`src/rtl/indexed_insert_remove_list_assert.svh`:
```
// assertion macros for the indexed insert/remove list
// expects clk and arst_n in the scope of each use
`ifndef INDEXED_INSERT_REMOVE_LIST_ASSERT_SVH
`define INDEXED_INSERT_REMOVE_LIST_ASSERT_SVH

`ifndef SYNTHESIS

// property that holds at every clock edge outside reset
`define IIRL_ASSERT(lbl, prop, msg) \
	lbl: assert property (@(posedge clk) disable iff (!arst_n) (prop)) else $error(msg);

// same-cycle implication
`define IIRL_ASSERT_IMPL(lbl, ante, cons, msg) \
	lbl: assert property (@(posedge clk) disable iff (!arst_n) (ante) |-> (cons)) \
		else $error(msg);

// next-cycle implication
`define IIRL_ASSERT_NEXT(lbl, ante, cons, msg) \
	lbl: assert property (@(posedge clk) disable iff (!arst_n) (ante) |=> (cons)) \
		else $error(msg);

`else

`define IIRL_ASSERT(lbl, prop, msg)
`define IIRL_ASSERT_IMPL(lbl, ante, cons, msg)
`define IIRL_ASSERT_NEXT(lbl, ante, cons, msg)

`endif

`endif

```
`src/rtl/iirl_pkg.sv`:
```
// shared types and constants of the indexed insert/remove list
// no dependencies
package iirl_pkg;

	// default configuration
	localparam int CAPACITY_DEF    = 16;
	localparam int VALUE_WIDTH_DEF = 32;

	// operation codes
	typedef enum logic [1:0] {
		FUNC_READ   = 2'd0,
		FUNC_INSERT = 2'd1,
		FUNC_REMOVE = 2'd2,
		FUNC_FILL   = 2'd3
	} func_t;

	// result status codes
	typedef enum logic [1:0] {
		STAT_OK    = 2'd0,
		STAT_RANGE = 2'd1,
		STAT_FULL  = 2'd2
	} status_t;

	// commands from controller to datapath
	typedef struct packed {
		logic load;
		logic exec;
	} iirl_cmd_t;

endpackage

```
`src/rtl/iirl_req_if.sv`:
```
// request channel: valid/ready with operation payload
// no dependencies
interface iirl_req_if #(
	parameter int PW = 5,
	parameter int VW = 32
);
	logic          valid;
	logic          ready;
	logic [1:0]    func;
	logic [PW-1:0] position;
	logic [VW-1:0] value;

	modport source (output valid, func, position, value, input ready);
	modport sink   (input valid, func, position, value, output ready);
endinterface

```
`src/rtl/iirl_rsp_if.sv`:
```
// response channel: valid/ready with result payload
// no dependencies
interface iirl_rsp_if #(
	parameter int PW = 5,
	parameter int VW = 32
);
	logic          valid;
	logic          ready;
	logic [VW-1:0] element;
	logic [PW-1:0] count;
	logic [1:0]    status;

	modport source (output valid, element, count, status, input ready);
	modport sink   (input valid, element, count, status, output ready);
endinterface

```
`src/rtl/iirl_ctrl.sv`:
```
// controller: sequences accept, execute and response of one transaction
// depends on iirl_pkg and the assertion header
`include "indexed_insert_remove_list_assert.svh"

module iirl_ctrl import iirl_pkg::*; (
	input  logic      clk,
	input  logic      arst_n,
	input  logic      in_valid,
	output logic      in_ready,
	output logic      out_valid,
	input  logic      out_ready,
	output iirl_cmd_t cmd
);

	typedef enum logic [2:0] {
		S_IDLE = 3'b001,
		S_EXEC = 3'b010,
		S_DONE = 3'b100
	} state_t;

	state_t state_q, state_d;

	// next state
	always_comb begin
		state_d = state_q;
		case (state_q)
			S_IDLE: begin
				if (in_valid) state_d = S_EXEC;
			end
			S_EXEC: begin
				state_d = S_DONE;
			end
			S_DONE: begin
				if (out_ready) state_d = S_IDLE;
			end
			default: begin
				state_d = S_IDLE;
			end
		endcase
	end

	always_ff @(posedge clk or negedge arst_n) begin
		if (!arst_n) begin
			state_q <= S_IDLE;
		end else begin
			state_q <= state_d;
		end
	end

	// handshake and datapath commands
	assign in_ready  = (state_q == S_IDLE);
	assign out_valid = (state_q == S_DONE);
	assign cmd.load  = in_ready && in_valid;
	assign cmd.exec  = (state_q == S_EXEC);

	`IIRL_ASSERT(a_no_overlap, !(in_ready && out_valid), "accepting while a result is pending")
	`IIRL_ASSERT_NEXT(a_load_exec, cmd.load, cmd.exec, "accepted transaction not executed")
	`IIRL_ASSERT_NEXT(a_exec_valid, cmd.exec, out_valid, "executed transaction not presented")

endmodule

```
`src/rtl/iirl_dpath.sv`:
```
// datapath: element cells with parallel shift, length register, result registers
// depends on iirl_pkg and the assertion header
`include "indexed_insert_remove_list_assert.svh"

module iirl_dpath import iirl_pkg::*; #(
	parameter int CAPACITY    = CAPACITY_DEF,
	parameter int VALUE_WIDTH = VALUE_WIDTH_DEF,
	localparam int CNT_W      = $clog2(CAPACITY + 1)
) (
	input  logic                   clk,
	input  logic                   arst_n,
	input  iirl_cmd_t              cmd,
	input  logic [1:0]             in_func,
	input  logic [CNT_W-1:0]       in_position,
	input  logic [VALUE_WIDTH-1:0] in_value,
	output logic [VALUE_WIDTH-1:0] element,
	output logic [CNT_W-1:0]       count,
	output logic [1:0]             status
);

	localparam int IW = $clog2(CAPACITY);
	localparam logic [CNT_W-1:0] CAP_C = CNT_W'(CAPACITY);

	func_t                  func_q;
	logic [CNT_W-1:0]       pos_q;
	logic [VALUE_WIDTH-1:0] val_q;
	logic [CNT_W-1:0]       used_q, used_d;
	logic [VALUE_WIDTH-1:0] cells_q [CAPACITY];
	logic [VALUE_WIDTH-1:0] element_q, elem_d;
	status_t                status_q, status_d;
	logic                   shift_up, shift_dn, do_fill;
	logic [VALUE_WIDTH-1:0] rd_word;

	// latch the accepted transaction
	always_ff @(posedge clk) begin
		if (cmd.load) begin
			func_q <= func_t'(in_func);
			pos_q  <= in_position;
			val_q  <= in_value;
		end
	end

	// word at the requested position, valid only when position is below the length
	assign rd_word = cells_q[pos_q[IW-1:0]];

	// operation decode and range checks
	always_comb begin
		status_d = STAT_OK;
		elem_d   = '0;
		used_d   = used_q;
		shift_up = 1'b0;
		shift_dn = 1'b0;
		do_fill  = 1'b0;
		case (func_q)
			FUNC_READ: begin
				if (pos_q < used_q) elem_d = rd_word;
				else status_d = STAT_RANGE;
			end
			FUNC_INSERT: begin
				if (pos_q > used_q) begin
					status_d = STAT_RANGE;
				end else if (used_q == CAP_C) begin
					status_d = STAT_FULL;
				end else begin
					shift_up = 1'b1;
					used_d   = used_q + CNT_W'(1);
				end
			end
			FUNC_REMOVE: begin
				if (pos_q < used_q) begin
					elem_d   = rd_word;
					shift_dn = 1'b1;
					used_d   = used_q - CNT_W'(1);
				end else begin
					status_d = STAT_RANGE;
				end
			end
			FUNC_FILL: begin
				if (pos_q > CAP_C) begin
					status_d = STAT_RANGE;
				end else begin
					do_fill = 1'b1;
					used_d  = pos_q;
				end
			end
			default: begin
				status_d = STAT_RANGE;
			end
		endcase
	end

	// element cells, each compares its own index with the position
	for (genvar g = 0; g < CAPACITY; g++) begin : g_cell
		localparam int PREV = (g == 0) ? 0 : g - 1;
		localparam int NEXT = (g == CAPACITY - 1) ? g : g + 1;
		localparam logic [CNT_W-1:0] IDX = CNT_W'(g);

		always_ff @(posedge clk) begin
			if (cmd.exec) begin
				if (shift_up) begin
					if (IDX == pos_q) cells_q[g] <= val_q;
					else if (IDX > pos_q) cells_q[g] <= cells_q[PREV];
				end else if (shift_dn) begin
					if (IDX >= pos_q) cells_q[g] <= cells_q[NEXT];
				end else if (do_fill) begin
					if (IDX < pos_q) cells_q[g] <= val_q;
				end
			end
		end
	end

	// length register
	always_ff @(posedge clk or negedge arst_n) begin
		if (!arst_n) begin
			used_q <= '0;
		end else if (cmd.exec) begin
			used_q <= used_d;
		end
	end

	// result registers
	always_ff @(posedge clk) begin
		if (cmd.exec) begin
			element_q <= elem_d;
			status_q  <= status_d;
		end
	end

	assign element = element_q;
	assign count   = used_q;
	assign status  = status_q;

	`IIRL_ASSERT(a_used_cap, used_q <= CAP_C, "length beyond capacity")
	`IIRL_ASSERT_NEXT(a_err_hold, cmd.exec && (status_d != STAT_OK), $stable(used_q),
		"failed operation changed the length")
	`IIRL_ASSERT_IMPL(a_one_shift, cmd.exec, !(shift_up && shift_dn), "conflicting shift commands")

endmodule

```
`src/rtl/indexed_insert_remove_list.sv`:
```
// top level of the indexed insert/remove list
// depends on iirl_pkg, iirl_req_if, iirl_rsp_if, iirl_ctrl, iirl_dpath
//
// channel  dir  payload                     transaction
// req      in   func, position, value       valid && ready
// rsp      out  element, count, status      valid && ready
//
// each transaction passes through accept, execute in the cell array
// (all cells shift together), then present the result on rsp.
// req is not ready again until the result has been taken, so a stalled rsp
// holds off the next request.
// reset clears the length; cell contents stay undefined until written.
module indexed_insert_remove_list import iirl_pkg::*; #(
	parameter int CAPACITY    = CAPACITY_DEF,
	parameter int VALUE_WIDTH = VALUE_WIDTH_DEF
) (
	input  logic      clk,
	input  logic      arst_n,
	iirl_req_if.sink  req,
	iirl_rsp_if.source rsp
);

	iirl_cmd_t cmd;

	// sequencing
	iirl_ctrl u_ctrl (
		.clk       (clk),
		.arst_n    (arst_n),
		.in_valid  (req.valid),
		.in_ready  (req.ready),
		.out_valid (rsp.valid),
		.out_ready (rsp.ready),
		.cmd       (cmd)
	);

	// storage and operations
	iirl_dpath #(
		.CAPACITY    (CAPACITY),
		.VALUE_WIDTH (VALUE_WIDTH)
	) u_dpath (
		.clk         (clk),
		.arst_n      (arst_n),
		.cmd         (cmd),
		.in_func     (req.func),
		.in_position (req.position),
		.in_value    (req.value),
		.element     (rsp.element),
		.count       (rsp.count),
		.status      (rsp.status)
	);

endmodule

```
`src/flat_wrapper.sv`:
```
// flat-port wrapper written by rule: the top's interface ports become plain ports
module indexed_insert_remove_list_flat import iirl_pkg::*;
#(
	parameter int CAPACITY    = CAPACITY_DEF,
	parameter int VALUE_WIDTH = VALUE_WIDTH_DEF
)
  (clk, arst_n, req_valid, req_func, req_position, req_value, req_ready, rsp_valid, rsp_element, rsp_count, rsp_status, rsp_ready);
  iirl_req_if #(.PW((5)), .VW((32))) req_i ();
  iirl_rsp_if #(.PW((5)), .VW((32))) rsp_i ();
  input  logic clk;
  input  logic arst_n;
  input wire logic [$bits(req_i.valid)-1:0] req_valid;
  input wire logic [$bits(req_i.func)-1:0] req_func;
  input wire logic [$bits(req_i.position)-1:0] req_position;
  input wire logic [$bits(req_i.value)-1:0] req_value;
  output wire logic [$bits(req_i.ready)-1:0] req_ready;
  output wire logic [$bits(rsp_i.valid)-1:0] rsp_valid;
  output wire logic [$bits(rsp_i.element)-1:0] rsp_element;
  output wire logic [$bits(rsp_i.count)-1:0] rsp_count;
  output wire logic [$bits(rsp_i.status)-1:0] rsp_status;
  input wire logic [$bits(rsp_i.ready)-1:0] rsp_ready;
  assign req_i.valid = req_valid;
  assign req_i.func = req_func;
  assign req_i.position = req_position;
  assign req_i.value = req_value;
  assign req_ready = req_i.ready;
  assign rsp_valid = rsp_i.valid;
  assign rsp_element = rsp_i.element;
  assign rsp_count = rsp_i.count;
  assign rsp_status = rsp_i.status;
  assign rsp_i.ready = rsp_ready;
  indexed_insert_remove_list #(.CAPACITY(CAPACITY), .VALUE_WIDTH(VALUE_WIDTH)) u_core (.clk(clk), .arst_n(arst_n), .req(req_i), .rsp(rsp_i));
endmodule
```
`config.mk`:
```
export PLATFORM = sky130hd
export DESIGN_NAME = indexed_insert_remove_list_flat
export DESIGN_NICKNAME = d
export VERILOG_FILES = /design/src/rtl/iirl_pkg.sv /design/src/rtl/iirl_req_if.sv /design/src/rtl/iirl_rsp_if.sv /design/src/rtl/iirl_ctrl.sv /design/src/rtl/iirl_dpath.sv /design/src/rtl/indexed_insert_remove_list.sv /design/src/flat_wrapper.sv
export VERILOG_INCLUDE_DIRS = /design/src /design/src/rtl
export SDC_FILE = /design/constraint.sdc
export NUM_CORES = 1
export LEC_CHECK = 0
export ABC_AREA = 0
export BUFFER_PORTS_ARGS = -buffer_cell sky130_fd_sc_hd__clkbuf_2
export CORE_UTILIZATION = 35
export DETAILED_ROUTE_END_ITERATION = 8
export PLACE_DENSITY = 0.56
export SLEW_MARGIN = 0
export SYNTH_ARGS = -nofsm -noshare
export SYNTH_HDL_FRONTEND = slang
export SYNTH_SLANG_ARGS = --single-unit
```
`constraint.sdc`:
```
create_clock -name clk -period 7 [get_ports clk]
set_input_delay 1.05 -clock clk [delete_from_list [all_inputs] [get_ports clk]]
set_output_delay 1.05 -clock clk [all_outputs]
set_load 0.05 [all_outputs]
```
# After elaboration in Yosys (flattened, before gate mapping)
# Memories as Yosys holds them, arrays and structs flattened. A register that Yosys moved wholly into a read port is not among the register bits.
# Cells that the tools add are included.
# totals
register_bits	49
ramBits	512
input_bits	43
output_inout_bits	41
memories	1
# memory_table
name	depth	word_bits	read_ports	rd_clocked_by_memory_dff	write_ports	line_no	text
u_core.u_dpath.cells_q	16	32	17	1	16	iirl_dpath.sv:28	logic [VALUE_WIDTH-1:0] cells_q [CAPACITY];
# classes
n_addsub	2
order_cmp	51
eq_ne	28
muxes	388
bitwise	48
reduce_logical	9
# ops
cell	count
32-bit 2-to-1 mux	48
1-bit 2-to-1 mux	329
1-bit OR	48
4-bit by 5-bit equality test with 1-bit output, first input constant	8
4-bit by 5-bit greater-or-equal comparator with 1-bit output, first input constant	8
4-bit by 5-bit > comparator with 1-bit output, first input constant	8
4-bit by 5-bit less-than comparator with 1-bit output, first input constant	8
3-bit by 5-bit equality test with 1-bit output, first input constant	4
3-bit by 5-bit greater-or-equal comparator with 1-bit output, first input constant	4
3-bit by 5-bit > comparator with 1-bit output, first input constant	4
3-bit by 5-bit less-than comparator with 1-bit output, first input constant	4
5-bit 2-to-1 mux	4
5-bit case mux with 3 select lines	1
2-bit by 5-bit equality test with 1-bit output, first input constant	2
1-bit by 5-bit greater-or-equal comparator with 1-bit output, first input constant	2
2-bit by 5-bit greater-or-equal comparator with 1-bit output, first input constant	2
1-bit by 5-bit > comparator with 1-bit output, first input constant	2
2-bit by 5-bit > comparator with 1-bit output, first input constant	2
1-bit by 5-bit less-than comparator with 1-bit output, first input constant	2
2-bit by 5-bit less-than comparator with 1-bit output, first input constant	2
2-bit inequality test, second input constant	5
3-bit case mux with 3 select lines	1
3-bit 2-to-1 mux	2
2-bit case mux with 3 select lines	1
other kinds (22)	25

# Longest topological paths before layout
# Gate-level depths: netlist of the first run.
# logic_depth
depth_word	10
depth_mapped	11
depth_no_buf	10

# Hierarchy
# Synthesis of the first run repeated with hierarchy kept, for this count alone.
# unflattened
hier_cells	2604
area_unflattened_um2	31874.3
# modules_own_cells
module	n_inst	cells_per_inst	area_each_um2
iirl_dpath	1	2592	31717.9
iirl_ctrl	1	12	156.4

# Least setup slack after synthesis of the first run
# Ideal clock, no wire load.
# synth_timing
kind	register to register
from	reg u_core.u_dpath.used_q[1] (netlist: u_core.u_dpath.count[1])
to	mem u_core.u_dpath.cells_q[1][0] (netlist bit) (enable)
setup_ps	466
arrival_ps	4522
t_required_ps	6534
path_slack_ps	2013
path_stages_with_launch	9
n_path_buf	0
period_less_slack_ps	4987
path_cell_list	dfrtp_1 inv_1 ha_1 and4_1 a211o_1 o211a_1 a21oi_1 nand2b_1 o21ai_0
# synth_rtl
element	line_no	text
start: declaration	iirl_dpath.sv:27	logic [CNT_W-1:0] used_q, used_d;
start signal: assignment	iirl_dpath.sv:117	used_q <= used_d;
end: declaration	iirl_dpath.sv:28	

==> flow_summary.ini, run 1 <==
[finish]
fillers = 8551
multiInputGateArea_sq_um = 13600
areaGrowthSynthToFinish_pct = 12.6
drive_above_1_share_pct = 19.3
final-seq-area_sq_um = 17800
layout.nets = 2788

[logic_synthesis]
ys_seq_area_share_pct = 55.0
synth_edf_count = 585
yosys-top-cells-count = edfxtp_1, nand2_1, nor2_1
synth_top_area_share_pct = 54.3
ys_types = 69
synthCells = 2746
synthesis.area_sq_um = 32300
synthFlopType = edfxtp_1
synthArstFlopShare_pct = 1.35
yosys.area.top_type = edfxtp_1
synth_fp_nets = 2802
synth_area_leaders = edfxtp_1, mux4_2, nand2_1
yosysMostFrequentCell = edfxtp_1
avgSynthCellArea_sq_um = 11.8
ys_warn_count = 0
ys_ff_latch = 593

[setup_path]
r2r-end = u_core.u_dpath.cells_q[9][23]
path_depth = 7
crit_family = simple AND/OR/NAND/NOR gates
reg2reg_from = u_core.u_dpath.pos_q[3]
cp.arrival_ps = 5380
worst_setup_path_start_kind = register
reg2reg_slack_ps = 1860
path_cells = ha_1 > nand2_1 > o21ai_0 > nor3_2 > nand3_4 > o2111ai_4 > buf_4
cpPeakStageDelay_ps = 1050
endpoint = u_core.u_dpath.cells_q[9][23]
path_buf_inv = 1
worstRegToRegCells = 7
slowest_stage = edfxtp_1
critPathMaxFanout = 65
worstSetupPathType = reg2reg
required_ps = 7240
end_kind = register
crit_start = u_core.u_dpath.pos_q[3]

[timing]
final.setup.tns_ps = 0
period_needed_ps = 5140
whs_ps = 253
setup_violations = 0
worst_pin_slew_ps = 1370
min_period_over_period_pct = 73.5
finalHoldViolations = 0
max_freq_mhz = 194
rsz0062_at_grt = false
slew_viol_final = 0
fin_skew_ps = 36.2
slew_headroom_pct = 8.97

[clock_network]
cts_setup_buffers = 0
path_clk_slew_ps = 60
cts.path.max_buffers = 3
h-tree-depth = 3
ctsResizeCount = 0
root_buffer = clkbuf_16
clk_latency_ps = 640
cts_made_buffers = 72
clkSinkCount = 593
cts_tree = built
cts_hold_buf = 0

[grt]
grt_pass1_wl_microns = 173000
antenna_found_initial = 2
gr-total-overflow = 0
grt_pass1_vias = 24400
grtUsageTotal_pct = 25.2
grt_max_degree = 95

[route]
vias = 25000
avgRoutedWirePerCell_microns = 30.1
drc = 0
antenna_left = 0
vias_per_cell = 6.28
drt-pass1-iter-count = 6
drtIter0Drc = 3379
routed_wl_microns = 120000

[floorplan]
rows = 111
start_util_pct = 35.3
die_y_microns = 306
ioPinCount = 84
die_width_microns = 306
fp.coreArea_sq_um = 91500
dieArea_sq_um = 93600

[status]
outcome = finished clean

[power_and_ir_drop]
power_density_nw_per_um2 = 312
power_leakage_uw = 0.0128
irDropWorstVdd_mv = 0.203

[place]
hpwl_microns = 73700
gp_congestion = 0.894
port_buffers = 83

[job]
maxCapViolCount = 0

[worst_hold_path]
hold_class = in2async
-- per-stage QoR --
stage               total power, uW  area (sq um)  std cells  util (%)  setup slack (ps)
detailed placement             7510         34000       3844      37.1              2080
finish                        11400         36400       3977      39.8              1860
floorplan                      6560         32300       2746         -              2010
CTS                           11400         36400       3974      39.8              2030
global route                  11800         36400       3974      39.8              1770
global placement               7450         34000       3844      37.1              2180
-- per-layer routing --
| layer | wire length [microns] | global-route usage [%] |
|---|---|---|
| met1 | 45800 | 33.0 |
| met2 | 54800 | 39.7 |
| met3 | 13200 | 5.65 |
| met4 | 5640 | 11.8 |
| met5 | 0 | 0 |
-- cells by family (layout without fill, tap and decap cells) --
| kind of cell | count (synthesis) | after routing | share of synthesized area, % |
|---|---|---|---|
| AOI/OAI and AO/OA | 572 | 572 | 11.3 |
| and+or+nand+nor | 922 | 922 | 11.7 |
| other | 0 | 3 | 0 |
| adders and majority gates | 13 | 13 | 0.526 |
| muxes | 358 | 358 | 17.5 |
| buffers and inverters | 285 | 327 | 3.84 |
| xor gates and xnor gates | 3 | 3 | 0.0813 |
| DFF | 593 | 593 | 55.0 |
-- report_power, final --
group	total (uW)	internal (uW)	switching [uW]	leakage (uW)
logic	2650	1050	1610	0.00625
registers	4810	4400	407	0.00539
clock network	3910	2320	1600	0.00117
total	11400	7770	3610	0.0128
-- state kept, by name, indices dropped and copies added (netlist names) --
name                    count
u_core.u_dpath.cells_q    512
u_core.u_dpath.func_q       2
u_core.u_dpath.pos_q        5
u_core.u_ctrl.state_q       3
u_core.u_dpath.val_q       32
u_core.u_dpath.element     32
u_core.u_dpath.status       2
u_core.u_dpath.count        5
-- how the worst min path moves through the flow --
stage | startpoint | end
detailed placement | u_core.u_dpath.count[4] | u_core.u_dpath.count[4]
global placement | u_core.u_ctrl.state_q[2] | u_core.u_ctrl.state_q[0]
CTS | arst_n | u_core.u_dpath.count[4]
global route | arst_n | u_core.u_dpath.count[4]
floorplan | u_core.u_dpath.cells_q[6][31] | u_core.u_dpath.cells_q[5][31]
finish | arst_n | u_core.u_dpath.count[4]
-- cell usage in the layout, fill, tap and decap left out, types with 64 or more instances in the layout --
master	synthesis	layout
edfxtp_1	585	585
nor2_1	358	355
mux2_2	64	64
nand2_1	440	439
clkbuf_2	0	83
mux2i_1	134	128
a22oi_1	107	107
clkbuf_16	0	73
a21oi_1	143	142
buf_4	7	69
mux4_2	160	160
a31oi_1	132	131
-- layout make-up --
type | count | area share (%)
multi-input combinational | 1868 | 37.4
clock buffer | 88 | 5.23
antenna | 3 | 0.0206
inverter | 44 | 0.454
clock inverter | 42 | 1.41
sequential | 593 | 48.8
tap | 1186 | 4.07
timing repair buffer | 153 | 2.62
Power figures use the tool's default switching activity.
==> run 2, diff against run 1 <==
PLACE_DENSITY = 0.58   (was 0.56)
clock period = 4.51 ns   (was 7 ns; I/O delays follow)
==> flow_summary.ini, run 2 (same netlist as run 1, synthesis figures left out) <==
[clock_network]
clkSinkCount = 593
root_buffer = clkbuf_16
cts_tree = built
path_clk_slew_ps = 60
ctsResizeCount = 0
cts.path.max_buffers = 3
clk_latency_ps = 630
h-tree-depth = 3
cts_made_buffers = 71

[power_and_ir_drop]
p_switching_uw = 5460
combPwrFrac_pct = 24.0
power_leakage_uw = 0.0129
irDropWorstVdd_mv = 0.283
pwr-share-seq_pct = 43.3
p_int_uw = 11600
switching_share_pct = 32.0
power_density_nw_per_um2 = 467
p_clk_share_pct = 32.6

[setup_path]
r2r-end = u_core.u_dpath.cells_q[6][26]
worst_setup_path_start_kind = register
reg2reg_slack_ps = 690
worstRegToRegCells = 10
reg2reg_from = u_core.u_dpath.count[1]
required_ps = 4760
critPathMaxFanout = 32
worstSetupPathType = reg2reg
cp.arrival_ps = 4060
end_kind = register

[route]
drc = 0
vias_per_cell = 6.10
routed_wl_microns = 116000
antenna_left = 0
drtIter0Drc = 3416
vias = 24500
avgRoutedWirePerCell_microns = 28.9
drt-pass1-iter-count = 6

[timing]
finalHoldViolations = 0
setup_ws_ps = 695
min_period_over_period_pct = 84.6
rsz0062_at_grt = false
slew_headroom_pct = 33.1
fin_skew_ps = 30.6
whs_ps = 221
worst_pin_slew_ps = 1000
max_freq_mhz = 262
slew_viol_final = 0
setup_violations = 0
period_needed_ps = 3820

[finish]
layoutNonFillerInstCount = 4010
drive_above_1_share_pct = 20.2
largest_reg_flops = 512
final_common_cell = edfxtp_1
final-seq-area_sq_um = 17800
multiInputGateArea_sq_um = 13600
areaGrowthSynthToFinish_pct = 13.1
layout_common_cells = edfxtp_1, nand2_1, nor2_1
fillers = 8556
layout.nets = 2824
regMostFlops = u_core.u_dpath.cells_q

[floorplan]
dieArea_sq_um = 93600
rows = 111
die_width_microns = 306
start_util_pct = 35.3
die_y_microns = 306
ioPinCount = 84
fp.coreArea_sq_um = 91500

[grt]
antenna_found_initial = 2
grt_pass1_wl_microns = 168000
gr-total-overflow = 0
grt_max_degree = 97
grtUsageTotal_pct = 24.5
grt_pass1_vias = 23900

[worst_hold_path]
hold_depth = 1
hold_class = in2reg
holdPathEnd = u_core.u_dpath.val_q[0]
hold_start = req_value[0]

[job]
maxCapViolCount = 0

[place]
hpwl_microns = 70900
place_ws_ps = 792
placed_cells = 3880
port_buffers = 83
gp_congestion = 0.875

[status]
outcome = finished clean
[run 2: cell count changes in the layout (fill, tap and decap cells not counted), sizes merged]
cell / before / now
buf: 70 / 106
inv: 48 / 50
clkbuf: 171 / 173
diode: 3 / 2
dlygate4sd3: 0 / 1
bufinv: 10 / 3
[run 2: how the worst max path moves through the flow]
stage	startpoint	to	cells after the start
6_report	u_core.u_dpath.count[1]	u_core.u_dpath.cells_q[6][26]	10
5_1_grt	u_core.u_dpath.count[1]	u_core.u_dpath.cells_q[6][26]	10
4_1_cts	u_core.u_dpath.count[1]	u_core.u_dpath.cells_q[6][26]	10
3_5_place_dp	u_core.u_dpath.count[1]	u_core.u_dpath.cells_q[7][28]	10
3_3_place_gp	u_core.u_dpath.count[1]	u_core.u_dpath.cells_q[7][21]	10
2_1_floorplan	u_core.u_dpath.count[1]	u_core.u_dpath.cells_q[1][0]	8
[run 2: worst max-delay path, cell delays in order, from the launching register on]
cell and delay, ps:
dfrtp_1 420, inv_1 130, ha_1 310, nand4_1 170, o21a_1 290, and2_0 290, a21oi_1 310, nand2b_1 450
buf_4 350, mux2i_4 130, buf_4 580
[run 2: cell type report]
| class | count | share of cell area [%] |
|---|---|---|
| timing repair buffer | 190 | 3.65 |
| antenna | 2 | 0.0137 |
| clock inverter | 37 | 0.842 |
| sequential | 593 | 48.6 |
| tap | 1186 | 4.06 |
| multi-input combinational | 1868 | 37.3 |
| inverter | 44 | 0.452 |
| clock buffer | 90 | 5.11 |
[run 2: stage by stage]
step                      power (uW)  setup TNS, ps  utilization (%)  area, sq um
final                          17100              0             40.0        36600
after global routing           17700              0             40.0        36600
after CTS                      17100              0             40.0        36600
after detailed placement       11600              0             37.6        34400
after global placement         11500              0             37.6        34400
after floorplan                10200         -85460                -        32300
[run 2: power groups by stage]
stage	clock, uW	sequential (uW)	combinational, uW
after floorplan	0	7390	2800
after global placement	0	7490	4030
after detailed placement	0	7490	4090
after CTS	5630	7380	4100
after global routing	5820	7440	4420
final	5570	7400	4100
[run 2: timing repair]
item | in CTS | in global routing
hold endpoints to repair | 7 | 0
hold buffers | 1 | 0
buffers inserted | 0 | 0
setup endpoints to repair | 0 | 0
[run 2: per-layer routing]
layer | vias up | wire length (microns) | global-route usage, %
met1 | 12200 | 45400 | 32.2
met5 | - | 13 | 0
met2 | 1551 | 54900 | 40.1
li1 | 10400 | - | -
met3 | 277 | 11200 | 4.28
met4 | 2 | 4440 | 9.89
